## config.mk

```make
export PLATFORM = sky130hd
export DESIGN_NAME = row_selection_bitmap
export DESIGN_NICKNAME = d
export VERILOG_FILES = /design/src/hw/rtl/rsb_pkg.sv /design/src/hw/rtl/rsb_ram.sv /design/src/hw/rtl/rsb_ctrl.sv /design/src/hw/rtl/rsb_datapath.sv /design/src/hw/rtl/row_selection_bitmap.sv
export VERILOG_INCLUDE_DIRS = /design/src /design/src/hw/rtl
export SDC_FILE = /design/constraint.sdc
export NUM_CORES = 2
export LEC_CHECK = 0
export BUFFER_PORTS_ARGS = -buffer_cell sky130_fd_sc_hd__buf_2
export CAP_MARGIN = 0
export CORE_MARGIN = 5
export CORE_UTILIZATION = 48
export DETAILED_ROUTE_END_ITERATION = 10
export PLACE_DENSITY = 0.73
export RECOVER_POWER = 25
export SYNTH_ARGS = -nofsm -noshare
export SYNTH_HDL_FRONTEND = slang
export SYNTH_HIERARCHICAL = 1
export SYNTH_SLANG_ARGS = --single-unit
```

## constraint.sdc

```tcl
create_clock -name clk -period 5.4 [get_ports clk]
set_input_delay 1.35 -clock clk [delete_from_list [all_inputs] [get_ports clk]]
set_output_delay 1.35 -clock clk [all_outputs]
set_load 0.01 [all_outputs]
```

## src/hw/rtl/row_selection_bitmap_assert.svh

```systemverilog
// Assertion macros used by the row selection bitmap controller.
`ifndef ROW_SELECTION_BITMAP_ASSERT_SVH
`define ROW_SELECTION_BITMAP_ASSERT_SVH

// Same-cycle implication, sampled on clk, off during reset.
`define RSB_ASSERT_NOW(label, ante, cons) \
    label: assert property (@(posedge clk) disable iff (!rst_n) (ante) |-> (cons)) \
        else $error("row selection bitmap check failed");

// Next-cycle implication, sampled on clk, off during reset.
`define RSB_ASSERT_NEXT(label, ante, cons) \
    label: assert property (@(posedge clk) disable iff (!rst_n) (ante) |=> (cons)) \
        else $error("row selection bitmap check failed");

`endif

```

## src/hw/rtl/rsb_pkg.sv

```systemverilog
// Shared types and constants for the row selection bitmap.
`default_nettype none
package rsb_pkg;

    localparam int MAX_ROWS_DEF = 1024;
    localparam int WORD_BITS    = 32;
    localparam logic [WORD_BITS-1:0] ALL_ONES = 32'hffff_ffff;

    localparam int MODE_W   = 3;
    localparam int ROW_W    = 10;
    localparam int COL_W    = 8;
    localparam int TROWS_W  = 11;
    localparam int CFG_IDX_W  = 2;
    localparam int CFG_DATA_W = 11;

    localparam logic [CFG_IDX_W-1:0] CFG_TABLE_ROWS     = 2'd0;
    localparam logic [CFG_IDX_W-1:0] CFG_MODEL_ATTACHED = 2'd1;

    typedef enum logic [MODE_W-1:0] {
        MODE_CLICK      = 3'd0,
        MODE_SHIFT      = 3'd1,
        MODE_CTRL       = 3'd2,
        MODE_INSERT     = 3'd3,
        MODE_DELETE     = 3'd4,
        MODE_INVALIDATE = 3'd5,
        MODE_QUERY      = 3'd6
    } mode_t;

    typedef struct packed {
        logic load_item;
        logic plan;
        logic sweep_read;
        logic publish;
    } rsb_cmd_t;

    typedef struct packed {
        logic need_sweep;
        logic last_read;
    } rsb_status_t;

endpackage
`default_nettype wire

```

## src/hw/rtl/rsb_ram.sv

```systemverilog
// Generic single-write, single-read RAM with registered read data.
`default_nettype none
module rsb_ram #(
    parameter int WIDTH = 32,
    parameter int DEPTH = 32,
    localparam int AW = (DEPTH > 1) ? $clog2(DEPTH) : 1
) (
    input  wire logic             clk,
    input  wire logic             we,
    input  wire logic [AW-1:0]    waddr,
    input  wire logic [WIDTH-1:0] wdata,
    input  wire logic [AW-1:0]    raddr,
    output logic      [WIDTH-1:0] rdata
);

    logic [WIDTH-1:0] mem [DEPTH];

    // Write port and registered read port
    always_ff @(posedge clk)
    begin
        if (we)
        begin
            mem[waddr] <= wdata;
        end
        rdata <= mem[raddr];
    end

endmodule
`default_nettype wire

```

## src/hw/rtl/rsb_ctrl.sv

```systemverilog
// Controller state machine: item sequencing, word sweep and result handoff.
`default_nettype none
`include "row_selection_bitmap_assert.svh"
module rsb_ctrl
    import rsb_pkg::*;
(
    input  wire logic        clk,
    input  wire logic        rst_n,
    input  wire logic        in_valid,
    output logic             in_stall,
    output logic             out_valid,
    input  wire logic        out_stall,
    input  wire rsb_status_t status,
    output rsb_cmd_t         cmd
);

    typedef enum logic [2:0] {
        ST_IDLE,
        ST_PLAN,
        ST_SWEEP,
        ST_DRAIN,
        ST_RESULT
    } state_t;

    state_t state_reg;
    logic   out_valid_reg;

    // Decode commands from the current state
    always_comb
    begin
        cmd.load_item  = (state_reg == ST_IDLE) && in_valid;
        cmd.plan       = (state_reg == ST_PLAN);
        cmd.sweep_read = (state_reg == ST_SWEEP);
        cmd.publish    = (state_reg == ST_RESULT) && (!out_valid_reg || !out_stall);
    end

    assign in_stall  = (state_reg != ST_IDLE);
    assign out_valid = out_valid_reg;

    // Advance state and hold the output beat until taken
    always_ff @(posedge clk or negedge rst_n)
    begin
        if (!rst_n)
        begin
            state_reg     <= ST_IDLE;
            out_valid_reg <= 1'b0;
        end
        else
        begin
            if (cmd.publish)
            begin
                out_valid_reg <= 1'b1;
            end
            else if (!out_stall)
            begin
                out_valid_reg <= 1'b0;
            end
            case (state_reg)
                ST_IDLE:
                begin
                    if (in_valid)
                    begin
                        state_reg <= ST_PLAN;
                    end
                end
                ST_PLAN:
                begin
                    state_reg <= status.need_sweep ? ST_SWEEP : ST_RESULT;
                end
                ST_SWEEP:
                begin
                    if (status.last_read)
                    begin
                        state_reg <= ST_DRAIN;
                    end
                end
                ST_DRAIN:
                begin
                    state_reg <= ST_RESULT;
                end
                ST_RESULT:
                begin
                    if (cmd.publish)
                    begin
                        state_reg <= ST_IDLE;
                    end
                end
                default:
                begin
                    state_reg <= ST_IDLE;
                end
            endcase
        end
    end

    `RSB_ASSERT_NEXT(a_accept_plans, in_valid && !in_stall, state_reg == ST_PLAN)
    `RSB_ASSERT_NEXT(a_last_drains, cmd.sweep_read && status.last_read, state_reg == ST_DRAIN)
    `RSB_ASSERT_NEXT(a_publish_shows, cmd.publish, out_valid_reg && state_reg == ST_IDLE)

endmodule
`default_nettype wire

```

## src/hw/rtl/rsb_datapath.sv

```systemverilog
// Datapath: configuration, row state, word store and per-word update logic.
`default_nettype none
module rsb_datapath
    import rsb_pkg::*;
#(
    parameter int MAX_ROWS = MAX_ROWS_DEF
) (
    input  wire logic                  clk,
    input  wire logic                  rst_n,
    input  wire rsb_cmd_t              cmd,
    output rsb_status_t                status,
    input  wire logic                  cfg_write,
    input  wire logic [CFG_IDX_W-1:0]  cfg_index,
    input  wire logic [CFG_DATA_W-1:0] cfg_data,
    input  wire logic [MODE_W-1:0]     mode,
    input  wire logic [ROW_W-1:0]      row,
    input  wire logic [COL_W-1:0]      column,
    output logic                       bitmap_changed,
    output logic                       cursor_moved,
    output logic [ROW_W-1:0]           cursor_row_now,
    output logic [COL_W-1:0]           cursor_column_now,
    output logic                       row_is_selected,
    output logic                       refused
);

    localparam int NWORDS = MAX_ROWS / WORD_BITS;
    localparam int WIW    = (NWORDS > 1) ? $clog2(NWORDS) : 1;
    localparam int LW     = $clog2(MAX_ROWS + 1);
    localparam int CW     = (LW > TROWS_W) ? LW : TROWS_W;
    localparam int XW     = (WIW > 5) ? WIW : 5;

    typedef enum logic [2:0] {
        OP_KEEP,
        OP_CLICK,
        OP_CTRL,
        OP_SET,
        OP_CLR,
        OP_INS,
        OP_DEL
    } sweep_op_t;

    typedef logic [WIW-1:0] wmap_t [32];

    function automatic wmap_t make_wmap();
        wmap_t t;
        for (int i = 0; i < 32; i++)
        begin
            t[i] = WIW'(i % NWORDS);
        end
        return t;
    endfunction

    localparam wmap_t WORD_MAP = make_wmap();

    // Configuration and row state
    logic [TROWS_W-1:0] table_rows_reg;
    logic               attached_reg;
    logic               map_valid_reg;
    logic [LW-1:0]      live_rows_reg;
    logic [ROW_W-1:0]   cursor_row_reg;
    logic [COL_W-1:0]   cursor_col_reg;
    logic [ROW_W-1:0]   anchor_row_reg;

    // Latched item
    logic [MODE_W-1:0]  mode_reg;
    logic [ROW_W-1:0]   row_reg;
    logic [COL_W-1:0]   col_reg;

    // Sweep parameters and result
    sweep_op_t          op_reg;
    logic               old_zero_reg;
    logic               del_dir_reg;
    logic [WIW-1:0]     tidx_reg;
    logic [4:0]         k_reg;
    logic [ROW_W-1:0]   lo_reg;
    logic [ROW_W-1:0]   hi_reg;
    logic               capture_reg;
    logic               refused_reg;
    logic               sel_base_reg;
    logic               cur_chg_reg;
    logic               chg_reg;
    logic               carry_reg;
    logic               answer_reg;
    logic [WIW-1:0]     rd_cnt_reg;
    logic               stage_v_reg;
    logic [WIW-1:0]     stage_idx_reg;

    // Plan results
    sweep_op_t          p_op;
    logic               p_need_sweep;
    logic               p_refused;
    logic               p_sel_base;
    logic               p_capture;
    logic               p_cur_upd;
    logic               p_anchor_upd;
    logic               p_valid_next;
    logic [LW-1:0]      p_live_next;
    logic [ROW_W-1:0]   p_lo;
    logic [ROW_W-1:0]   p_hi;
    logic [LW-1:0]      sat_rows;
    logic [LW-1:0]      eff_live;
    logic               row_ok;
    logic               shrink;
    logic               grow;

    // Word store
    logic [WIW-1:0]       raddr;
    logic [WORD_BITS-1:0] rd_data;
    logic [WORD_BITS-1:0] old_word;
    logic [WORD_BITS-1:0] new_word;
    logic [WORD_BITS-1:0] bit_k;
    logic [WORD_BITS-1:0] keep_hi;
    logic [WORD_BITS-1:0] range_m;
    logic [4:0]           rs;
    logic [4:0]           re;
    logic [XW-1:0]        sidx_x;
    logic [XW-1:0]        lw_x;
    logic [XW-1:0]        hw_x;

    // Saturate the table size and pick the live row count in force
    assign sat_rows = (CW'(table_rows_reg) > CW'(MAX_ROWS)) ? LW'(MAX_ROWS)
                                                            : LW'(table_rows_reg);
    assign eff_live = map_valid_reg ? live_rows_reg : sat_rows;
    assign row_ok   = CW'(row_reg) < CW'(eff_live);

    // Decide direction of a shift click
    always_comb
    begin
        shrink = ((anchor_row_reg < row_reg) && (row_reg <= cursor_row_reg)) ||
                 ((anchor_row_reg >= row_reg) && (row_reg >= cursor_row_reg));
        grow   = ((anchor_row_reg <= cursor_row_reg) && (cursor_row_reg <= row_reg)) ||
                 ((anchor_row_reg > cursor_row_reg) && (cursor_row_reg >= row_reg));
    end

    // Plan the item from the latched fields and the row state
    always_comb
    begin
        p_op         = OP_KEEP;
        p_need_sweep = 1'b0;
        p_refused    = 1'b0;
        p_sel_base   = 1'b0;
        p_capture    = 1'b0;
        p_cur_upd    = 1'b0;
        p_anchor_upd = 1'b0;
        p_valid_next = map_valid_reg;
        p_live_next  = live_rows_reg;
        p_lo         = (cursor_row_reg < row_reg) ? cursor_row_reg : row_reg;
        p_hi         = (cursor_row_reg > row_reg) ? cursor_row_reg : row_reg;
        if (CW'(p_hi) >= CW'(eff_live))
        begin
            p_hi = ROW_W'(eff_live - LW'(1));
        end
        case (mode_reg)
            MODE_CLICK, MODE_SHIFT, MODE_CTRL:
            begin
                if (!attached_reg)
                begin
                    p_refused = 1'b1;
                end
                else
                begin
                    p_need_sweep = 1'b1;
                    p_valid_next = 1'b1;
                    p_live_next  = eff_live;
                    if (!row_ok)
                    begin
                        p_refused = 1'b1;
                    end
                    else if (mode_reg == MODE_SHIFT)
                    begin
                        if (!shrink && !grow)
                        begin
                            p_refused = 1'b1;
                        end
                        else
                        begin
                            p_op       = shrink ? OP_CLR : OP_SET;
                            p_sel_base = 1'b1;
                        end
                    end
                    else if (mode_reg == MODE_CTRL)
                    begin
                        p_op         = OP_CTRL;
                        p_sel_base   = 1'b1;
                        p_anchor_upd = 1'b1;
                    end
                    else
                    begin
                        p_op         = OP_CLICK;
                        p_anchor_upd = 1'b1;
                    end
                    p_cur_upd = !p_refused &&
                                ((cursor_row_reg != row_reg) || (cursor_col_reg != col_reg));
                end
            end
            MODE_INSERT:
            begin
                if (!map_valid_reg || (CW'(row_reg) > CW'(live_rows_reg)) ||
                    (CW'(live_rows_reg) >= CW'(MAX_ROWS)))
                begin
                    p_refused = 1'b1;
                end
                else
                begin
                    p_op         = OP_INS;
                    p_need_sweep = 1'b1;
                    p_live_next  = live_rows_reg + LW'(1);
                end
            end
            MODE_DELETE:
            begin
                if (!map_valid_reg || (CW'(row_reg) >= CW'(live_rows_reg)))
                begin
                    p_refused = 1'b1;
                end
                else
                begin
                    p_op         = OP_DEL;
                    p_need_sweep = 1'b1;
                    p_live_next  = live_rows_reg - LW'(1);
                end
            end
            MODE_INVALIDATE:
            begin
                p_valid_next = 1'b0;
                p_live_next  = '0;
                p_sel_base   = 1'b1;
            end
            MODE_QUERY:
            begin
                if (map_valid_reg && row_ok)
                begin
                    p_need_sweep = 1'b1;
                    p_capture    = 1'b1;
                end
            end
            default:
            begin
                p_refused = 1'b1;
            end
        endcase
    end

    assign status.need_sweep = p_need_sweep;
    assign status.last_read  = (rd_cnt_reg == WIW'(NWORDS - 1));

    // Walk the words upward, or downward for a delete
    assign raddr = del_dir_reg ? (WIW'(NWORDS - 1) - rd_cnt_reg) : rd_cnt_reg;

    rsb_ram #(
        .WIDTH (WORD_BITS),
        .DEPTH (NWORDS)
    ) u_words (
        .clk   (clk),
        .we    (stage_v_reg),
        .waddr (stage_idx_reg),
        .wdata (new_word),
        .raddr (raddr),
        .rdata (rd_data)
    );

    // Compute the new value of the word in the write stage
    always_comb
    begin
        old_word = old_zero_reg ? '0 : rd_data;
        bit_k    = {1'b1, {(WORD_BITS-1){1'b0}}} >> k_reg;
        keep_hi  = ~(ALL_ONES >> k_reg);
        sidx_x   = XW'(stage_idx_reg);
        lw_x     = XW'(lo_reg[ROW_W-1:5]);
        hw_x     = XW'(hi_reg[ROW_W-1:5]);
        rs       = (sidx_x == lw_x) ? lo_reg[4:0] : 5'd0;
        re       = (sidx_x == hw_x) ? hi_reg[4:0] : 5'd31;
        range_m  = ((sidx_x < lw_x) || (sidx_x > hw_x)) ? '0 :
                   ((ALL_ONES >> rs) & (ALL_ONES << (5'd31 - re)));
        case (op_reg)
            OP_KEEP:
            begin
                new_word = old_word;
            end
            OP_CLICK:
            begin
                new_word = (stage_idx_reg == tidx_reg) ? bit_k : '0;
            end
            OP_CTRL:
            begin
                new_word = (stage_idx_reg == tidx_reg) ? (old_word ^ bit_k) : old_word;
            end
            OP_SET:
            begin
                new_word = old_word | range_m;
            end
            OP_CLR:
            begin
                new_word = old_word & ~range_m;
            end
            OP_INS:
            begin
                if (stage_idx_reg < tidx_reg)
                begin
                    new_word = old_word;
                end
                else if (stage_idx_reg == tidx_reg)
                begin
                    new_word = (old_word & keep_hi) | ((old_word & (ALL_ONES >> k_reg)) >> 1);
                end
                else
                begin
                    new_word = (old_word >> 1) | {carry_reg, {(WORD_BITS-1){1'b0}}};
                end
            end
            OP_DEL:
            begin
                if (stage_idx_reg < tidx_reg)
                begin
                    new_word = old_word;
                end
                else if (stage_idx_reg == tidx_reg)
                begin
                    new_word = (old_word & keep_hi) |
                               ((old_word & ((ALL_ONES >> k_reg) >> 1)) << 1) |
                               WORD_BITS'(carry_reg);
                end
                else
                begin
                    new_word = (old_word << 1) | WORD_BITS'(carry_reg);
                end
            end
            default:
            begin
                new_word = old_word;
            end
        endcase
    end

    // Hold configuration, row state and sweep control
    always_ff @(posedge clk or negedge rst_n)
    begin
        if (!rst_n)
        begin
            table_rows_reg <= '0;
            attached_reg   <= 1'b0;
            map_valid_reg  <= 1'b0;
            live_rows_reg  <= '0;
            cursor_row_reg <= '0;
            cursor_col_reg <= '0;
            anchor_row_reg <= '0;
            stage_v_reg    <= 1'b0;
            rd_cnt_reg     <= '0;
        end
        else
        begin
            if (cfg_write)
            begin
                case (cfg_index)
                    CFG_TABLE_ROWS:
                    begin
                        table_rows_reg <= cfg_data[TROWS_W-1:0];
                    end
                    CFG_MODEL_ATTACHED:
                    begin
                        attached_reg <= cfg_data[0];
                    end
                    default:
                    begin
                    end
                endcase
            end
            if (cmd.plan)
            begin
                map_valid_reg <= p_valid_next;
                live_rows_reg <= p_live_next;
                rd_cnt_reg    <= '0;
                if (p_cur_upd)
                begin
                    cursor_row_reg <= row_reg;
                    cursor_col_reg <= col_reg;
                end
                if (p_anchor_upd)
                begin
                    anchor_row_reg <= row_reg;
                end
            end
            else if (cmd.sweep_read)
            begin
                rd_cnt_reg <= rd_cnt_reg + WIW'(1);
            end
            stage_v_reg <= cmd.sweep_read;
        end
    end

    // Latch the item, the plan and the running sweep results
    always_ff @(posedge clk)
    begin
        if (cmd.load_item)
        begin
            mode_reg <= mode;
            row_reg  <= row;
            col_reg  <= column;
        end
        if (cmd.plan)
        begin
            op_reg       <= p_op;
            old_zero_reg <= !map_valid_reg;
            del_dir_reg  <= (p_op == OP_DEL);
            tidx_reg     <= WORD_MAP[row_reg[ROW_W-1:5]];
            k_reg        <= row_reg[4:0];
            lo_reg       <= p_lo;
            hi_reg       <= p_hi;
            capture_reg  <= p_capture;
            refused_reg  <= p_refused;
            sel_base_reg <= p_sel_base;
            cur_chg_reg  <= p_cur_upd;
            chg_reg      <= 1'b0;
            carry_reg    <= 1'b0;
            answer_reg   <= 1'b0;
        end
        else if (stage_v_reg)
        begin
            chg_reg   <= chg_reg | (new_word != old_word);
            carry_reg <= del_dir_reg ? old_word[WORD_BITS-1] : old_word[0];
            if (capture_reg && (stage_idx_reg == tidx_reg))
            begin
                answer_reg <= |(old_word & bit_k);
            end
        end
        stage_idx_reg <= raddr;
        if (cmd.publish)
        begin
            bitmap_changed    <= sel_base_reg | chg_reg;
            cursor_moved      <= cur_chg_reg;
            cursor_row_now    <= cursor_row_reg;
            cursor_column_now <= cursor_col_reg;
            row_is_selected   <= answer_reg;
            refused           <= refused_reg;
        end
    end

endmodule
`default_nettype wire

```

## src/hw/rtl/row_selection_bitmap.sv

```systemverilog
// Top level of the row selection bitmap: controller, datapath and config port.
`default_nettype none
// Row selection bitmap: one selection bit per table row, kept in a word store
// of MAX_ROWS/32 words, with a live row count, cursor and anchor. Clicks (when
// a table is attached), an accepted insert or delete and an in-range query on
// a valid map sweep the whole store one word a cycle through a single-write,
// single-read RAM; every other item is done without a sweep. One item is
// worked at a time; the result register lets the next item be accepted while
// a result waits. The store needs no clearing after reset: its content counts
// only after the first click, whose sweep rewrites every word. Configuration
// writes are always taken, as cfg_ready is tied high.
module row_selection_bitmap
    import rsb_pkg::*;
#(
    parameter int MAX_ROWS = MAX_ROWS_DEF
) (
    input  wire logic                  clk,
    input  wire logic                  rst_n,
    input  wire logic                  in_valid,
    output logic                       in_stall,
    input  wire logic [MODE_W-1:0]     mode,
    input  wire logic [ROW_W-1:0]      row,
    input  wire logic [COL_W-1:0]      column,
    output logic                       out_valid,
    input  wire logic                  out_stall,
    output logic                       bitmap_changed,
    output logic                       cursor_moved,
    output logic [ROW_W-1:0]           cursor_row_now,
    output logic [COL_W-1:0]           cursor_column_now,
    output logic                       row_is_selected,
    output logic                       refused,
    input  wire logic                  cfg_valid,
    output logic                       cfg_ready,
    input  wire logic [CFG_IDX_W-1:0]  cfg_index,
    input  wire logic [CFG_DATA_W-1:0] cfg_data
);

    rsb_cmd_t    cmd;
    rsb_status_t status;

    // Take every configuration beat at once
    assign cfg_ready = 1'b1;

    rsb_ctrl u_ctrl (
        .clk       (clk),
        .rst_n     (rst_n),
        .in_valid  (in_valid),
        .in_stall  (in_stall),
        .out_valid (out_valid),
        .out_stall (out_stall),
        .status    (status),
        .cmd       (cmd)
    );

    rsb_datapath #(
        .MAX_ROWS (MAX_ROWS)
    ) u_datapath (
        .clk               (clk),
        .rst_n             (rst_n),
        .cmd               (cmd),
        .status            (status),
        .cfg_write         (cfg_valid && cfg_ready),
        .cfg_index         (cfg_index),
        .cfg_data          (cfg_data),
        .mode              (mode),
        .row               (row),
        .column            (column),
        .bitmap_changed    (bitmap_changed),
        .cursor_moved      (cursor_moved),
        .cursor_row_now    (cursor_row_now),
        .cursor_column_now (cursor_column_now),
        .row_is_selected   (row_is_selected),
        .refused           (refused)
    );

endmodule
`default_nettype wire
```

==> qor.txt <==
Crit path max fanout: 19
Critical Path RT: 5.86 ns
Sequential area share after synthesis: 64.5%
Power Total: 37.8 mW
Yosys reg bits: 1,208
RSZ-0062 raised after global routing: no
CTS tree: built
Prevailing post-synth register cell: edfxtp_1
Max Cap Viol: 20
Hold WC Path Type: flop to flop
Most numerous cell in the Yosys netlist: edfxtp_1
Number of fillers in the final layout: 9,303
Worst reg2reg startpoint: u_datapath/row_reg[2]$_DFFE_PP_
CP cell instances: inv_1 -> ha_1 -> o21ai_0 -> nand2b_1 -> a21oi_1 -> o21ai_0 -> a31oi_1 -> nor2_2 -> mux2i_1 -> ha_1 -> nand2b_1 -> a21o_1 -> a21o_1 -> a21o_1 -> a21oi_1 -> nor2b_1 -> o21ai_0 -> a211o_1 -> nand3_1 -> mux2_2
HP Start: u_datapath/cur_chg_reg$_DFFE_PP_
Int Pwr: 23.0 mW
Reg2Reg Depth: 20
Met1 usage: 38.3%
Comb pwr share: 41.8%
Chip height: 349 um
Max clock buf depth: 3
Die Footprint: 0.122 mm^2
Startpoint Class: flop
GPL Wtd Cong: 1.03
DRT antenna net count: 0
Critical path class: flop to flop
Fin. max-slew vios: 535
CTS Root Cell: clkbuf_16
Layer with the highest usage: met2
Netlist Area Pre-Place: 0.0552 mm^2
Main combinational cell family by area after synthesis: compound AO/OA/AOI/OAI gates
Worst-Margin Slew: 3.56 ns
Clock Latency Late Sink: 0.73 ns
Final Hold Viols: 0
Core Box Area: 0.114 mm^2
Synth warnings: 6
Slew margin rel.: -137%
Flop2flop setup slack: 0.52 ns
Largest net degree at the start of global routing: 77
# IOs: 64
VDD IR-drop max: 0.000328 V
Share of the synthesized area in the top cell type: 60.2%
Sw Pwr: 14.8 mW
Reg-to-reg endpoint: u_datapath/hi_reg[6]$_DFFE_PP_
First-pass GRT wire length: 243,000 um
Setup TNS: 0 ns
Flop pwr share: 37.0%
Vias in the first global route: 35,400
Post-Syn Instances: 4,056
Failing checks: max-capacitance violations, max-slew violations
Yosys top cell by area: edfxtp_1
Status: complete, but fails checks
Mux cell area share after synthesis: 10.5%
Via Count: 37,000
Setup Fix Bufs, Post-CTS: 0
DRC: 0
Ys async rst share: 5.13%
CP bufs+invs: 1
Syn avg cell area: 13.6 um^2
Commonest cells post-synth: 1,106 x edfxtp_1, 545 x mux2i_1, 243 x nand2_1
Hold endpoint: u_datapath/cursor_moved$_DFFE_PP_
DRT iter0 DRCs: 4,506
Biggest regs: u_datapath/u_words/mem: 1024 flops, u_datapath/u_words/rdata: 32 flops
Post-synth EDFFs: 1,106
Sw frac: 39.2%
GRT met2 Usage: 41.6%
Share of cells above drive strength 1: 12.2%
Die Width: 349 um
Met3 GRT Util: 4.76%
Post-synthesis compound-gate area fraction: 10.6%
# H-tree levels: 3
Max Freq: 205 MHz
Layout Area Growth over Synthesis: 12.1%
Cell row count: 124
Largest reg by FF count: u_datapath/u_words/mem
Top post-synthesis cells by area: edfxtp_1 60%, mux2i_1 9.9%, dfrtp_1 2.8%
Pleak: 22.5 nW
Avg WL per Cell: 28.9 um
CTS Buf Count: 114
Synth Area in XOR/XNOR: 0.556%
Simple-Gate Fraction of Synth Area: 8.13%
Hold depth: 0
Crit path capture type: flop
Reg clk slew, reported paths: 0.06 ns
CTS sink cnt: 1,208
GRT Overall Usage: 26.9%
Setup violations, final: 0
Min cycle time layout: 4.88 ns
Period utilization: 90.3%
Cell Pwr Density: 611 mW/mm^2
Netlist cell types: 102
Nets@finish: 4,357
Critical-path top delay cell: nor2_2
CP delay by family, top: compound AO/OA/AOI/OAI gates
Grt total ovfl: 0
Crit-path max cell delay: 0.58 ns
Worst Path Arrival: 5.33 ns
Number of port buffers: 62
Synth Net Count: 4,215
Vias per Instance: 6.38
Post-Synth Adder-Cell Area: 2.74%
Dpl hpwl: 109,000 um
Initial Utilization: 48.3%
Max reg flops: 1,024
Routed WL: 168,000 um
Initial antenna violation count: 3
Clock power share: 21.1%
Drt pass-1 iters: 6
Layout Skew: 0.0461 ns
==> per-stage QoR <==
step | instance area, um^2 | utilization [%] | worst slack, ns | hold WS (ns) | std cells
after global routing | 61900 | 54.2 | 0.196 | 0.437 | 5806
after detailed placement | 58300 | 51.1 | 0.302 | 0.407 | 5594
after global placement | 58300 | 51.1 | 0.248 | 0.408 | 5594
after CTS | 62100 | 54.4 | 0.246 | 0.432 | 5806
final | 61900 | 54.2 | 0.525 | 0.430 | 5807
after floorplan | 55200 | - | 0.915 | 0.400 | 4056
==> area by class of cell <==
cell class	count	area, um^2	area share [%]
Antenna cell	1	2.50	0.00405
Clock buffer	144	3050	4.92
Clock inverter	68	719	1.16
Inverter	90	338	0.546
Multi-Input combinational cell	2510	18300	29.6
Sequential cell	1208	35600	57.5
Tap cell	1512	1890	3.06
Timing Repair Buffer	274	2020	3.26
==> worst max-delay path by stage <==
stage,startpoint,end,slack (ns),cells past startpoint
2_1_floorplan,u_datapath/row_reg[1]$_DFFE_PP_,u_datapath/hi_reg[1]$_DFFE_PP_,0.92,22
3_3_place_gp,u_datapath/row_reg[0]$_DFFE_PP_,u_datapath/hi_reg[1]$_DFFE_PP_,0.25,20
3_5_place_dp,u_datapath/row_reg[2]$_DFFE_PP_,u_datapath/hi_reg[6]$_DFFE_PP_,0.30,20
4_1_cts,u_datapath/row_reg[2]$_DFFE_PP_,u_datapath/hi_reg[1]$_DFFE_PP_,0.25,20
5_1_grt,u_datapath/row_reg[5]$_DFFE_PP_,u_datapath/hi_reg[6]$_DFFE_PP_,0.20,19
6_report,u_datapath/row_reg[2]$_DFFE_PP_,u_datapath/hi_reg[6]$_DFFE_PP_,0.52,20
==> metal layers <==
layer | share of wire (%) | wire, um
met4 | 4.6 | 7740
met2 | 45 | 75900
met1 | 41 | 68900
met3 | 9.1 | 15200
met5 | 0 | 0
==> cell families (layout without fill, tap and decap cells) <==
kind of cell,Yosys count,count (layout)
flip-flops,1208,1208
AND/OR/NAND/NOR,910,910
adder cells (fa/ha/maj),120,120
buffers and inverters,338,576
AO/OA/AOI/OAI,869,869
multiplexers,575,575
other,1,2
XOR/XNOR,35,35
==> power by group through the flow <==
stage	sequential, mW	combinational, mW	clock, mW
finish	14.0	15.8	7.99
global route	14.1	16.8	8.50
CTS	14.0	15.6	8.09
detailed placement	14.2	15.5	0
global placement	14.1	15.4	0
floorplan	13.8	10.1	0
==> layout by cell type, fill, tap and decap left out, types with 18 or more instances in the layout <==
cell       count
inv_1         88
a22oi_1      111
clkinv_2      20
buf_4        172
nor4_1        28
nor2_4        22
mux2i_1      545
clkbuf_1      67
edfxtp_1    1106
and3_1        21
dfrtp_1       62
nand2_1      242
ha_1         119
a31oi_1       55
a21oi_1      228
nand3_1      159
buf_2         39
dfxtp_1       40
nand2b_1      44
nor3_1        83
nor2_1       155
buf_12        18
a22o_1        66
mux2_2        30
clkinv_1      20
o21ai_0      118
clkbuf_16    114
nand4_1       28
a21o_1        28
xor2_1        21
a211oi_1      32
or3_1         18
o22ai_1       36
==> timing repair <==
item | in CTS | in global routing
resized for setup | 0 | 1
hold buffers | 0 | 0
endpoints found under the setup margin | 0 | 9
Power figures use the tool's default switching activity.
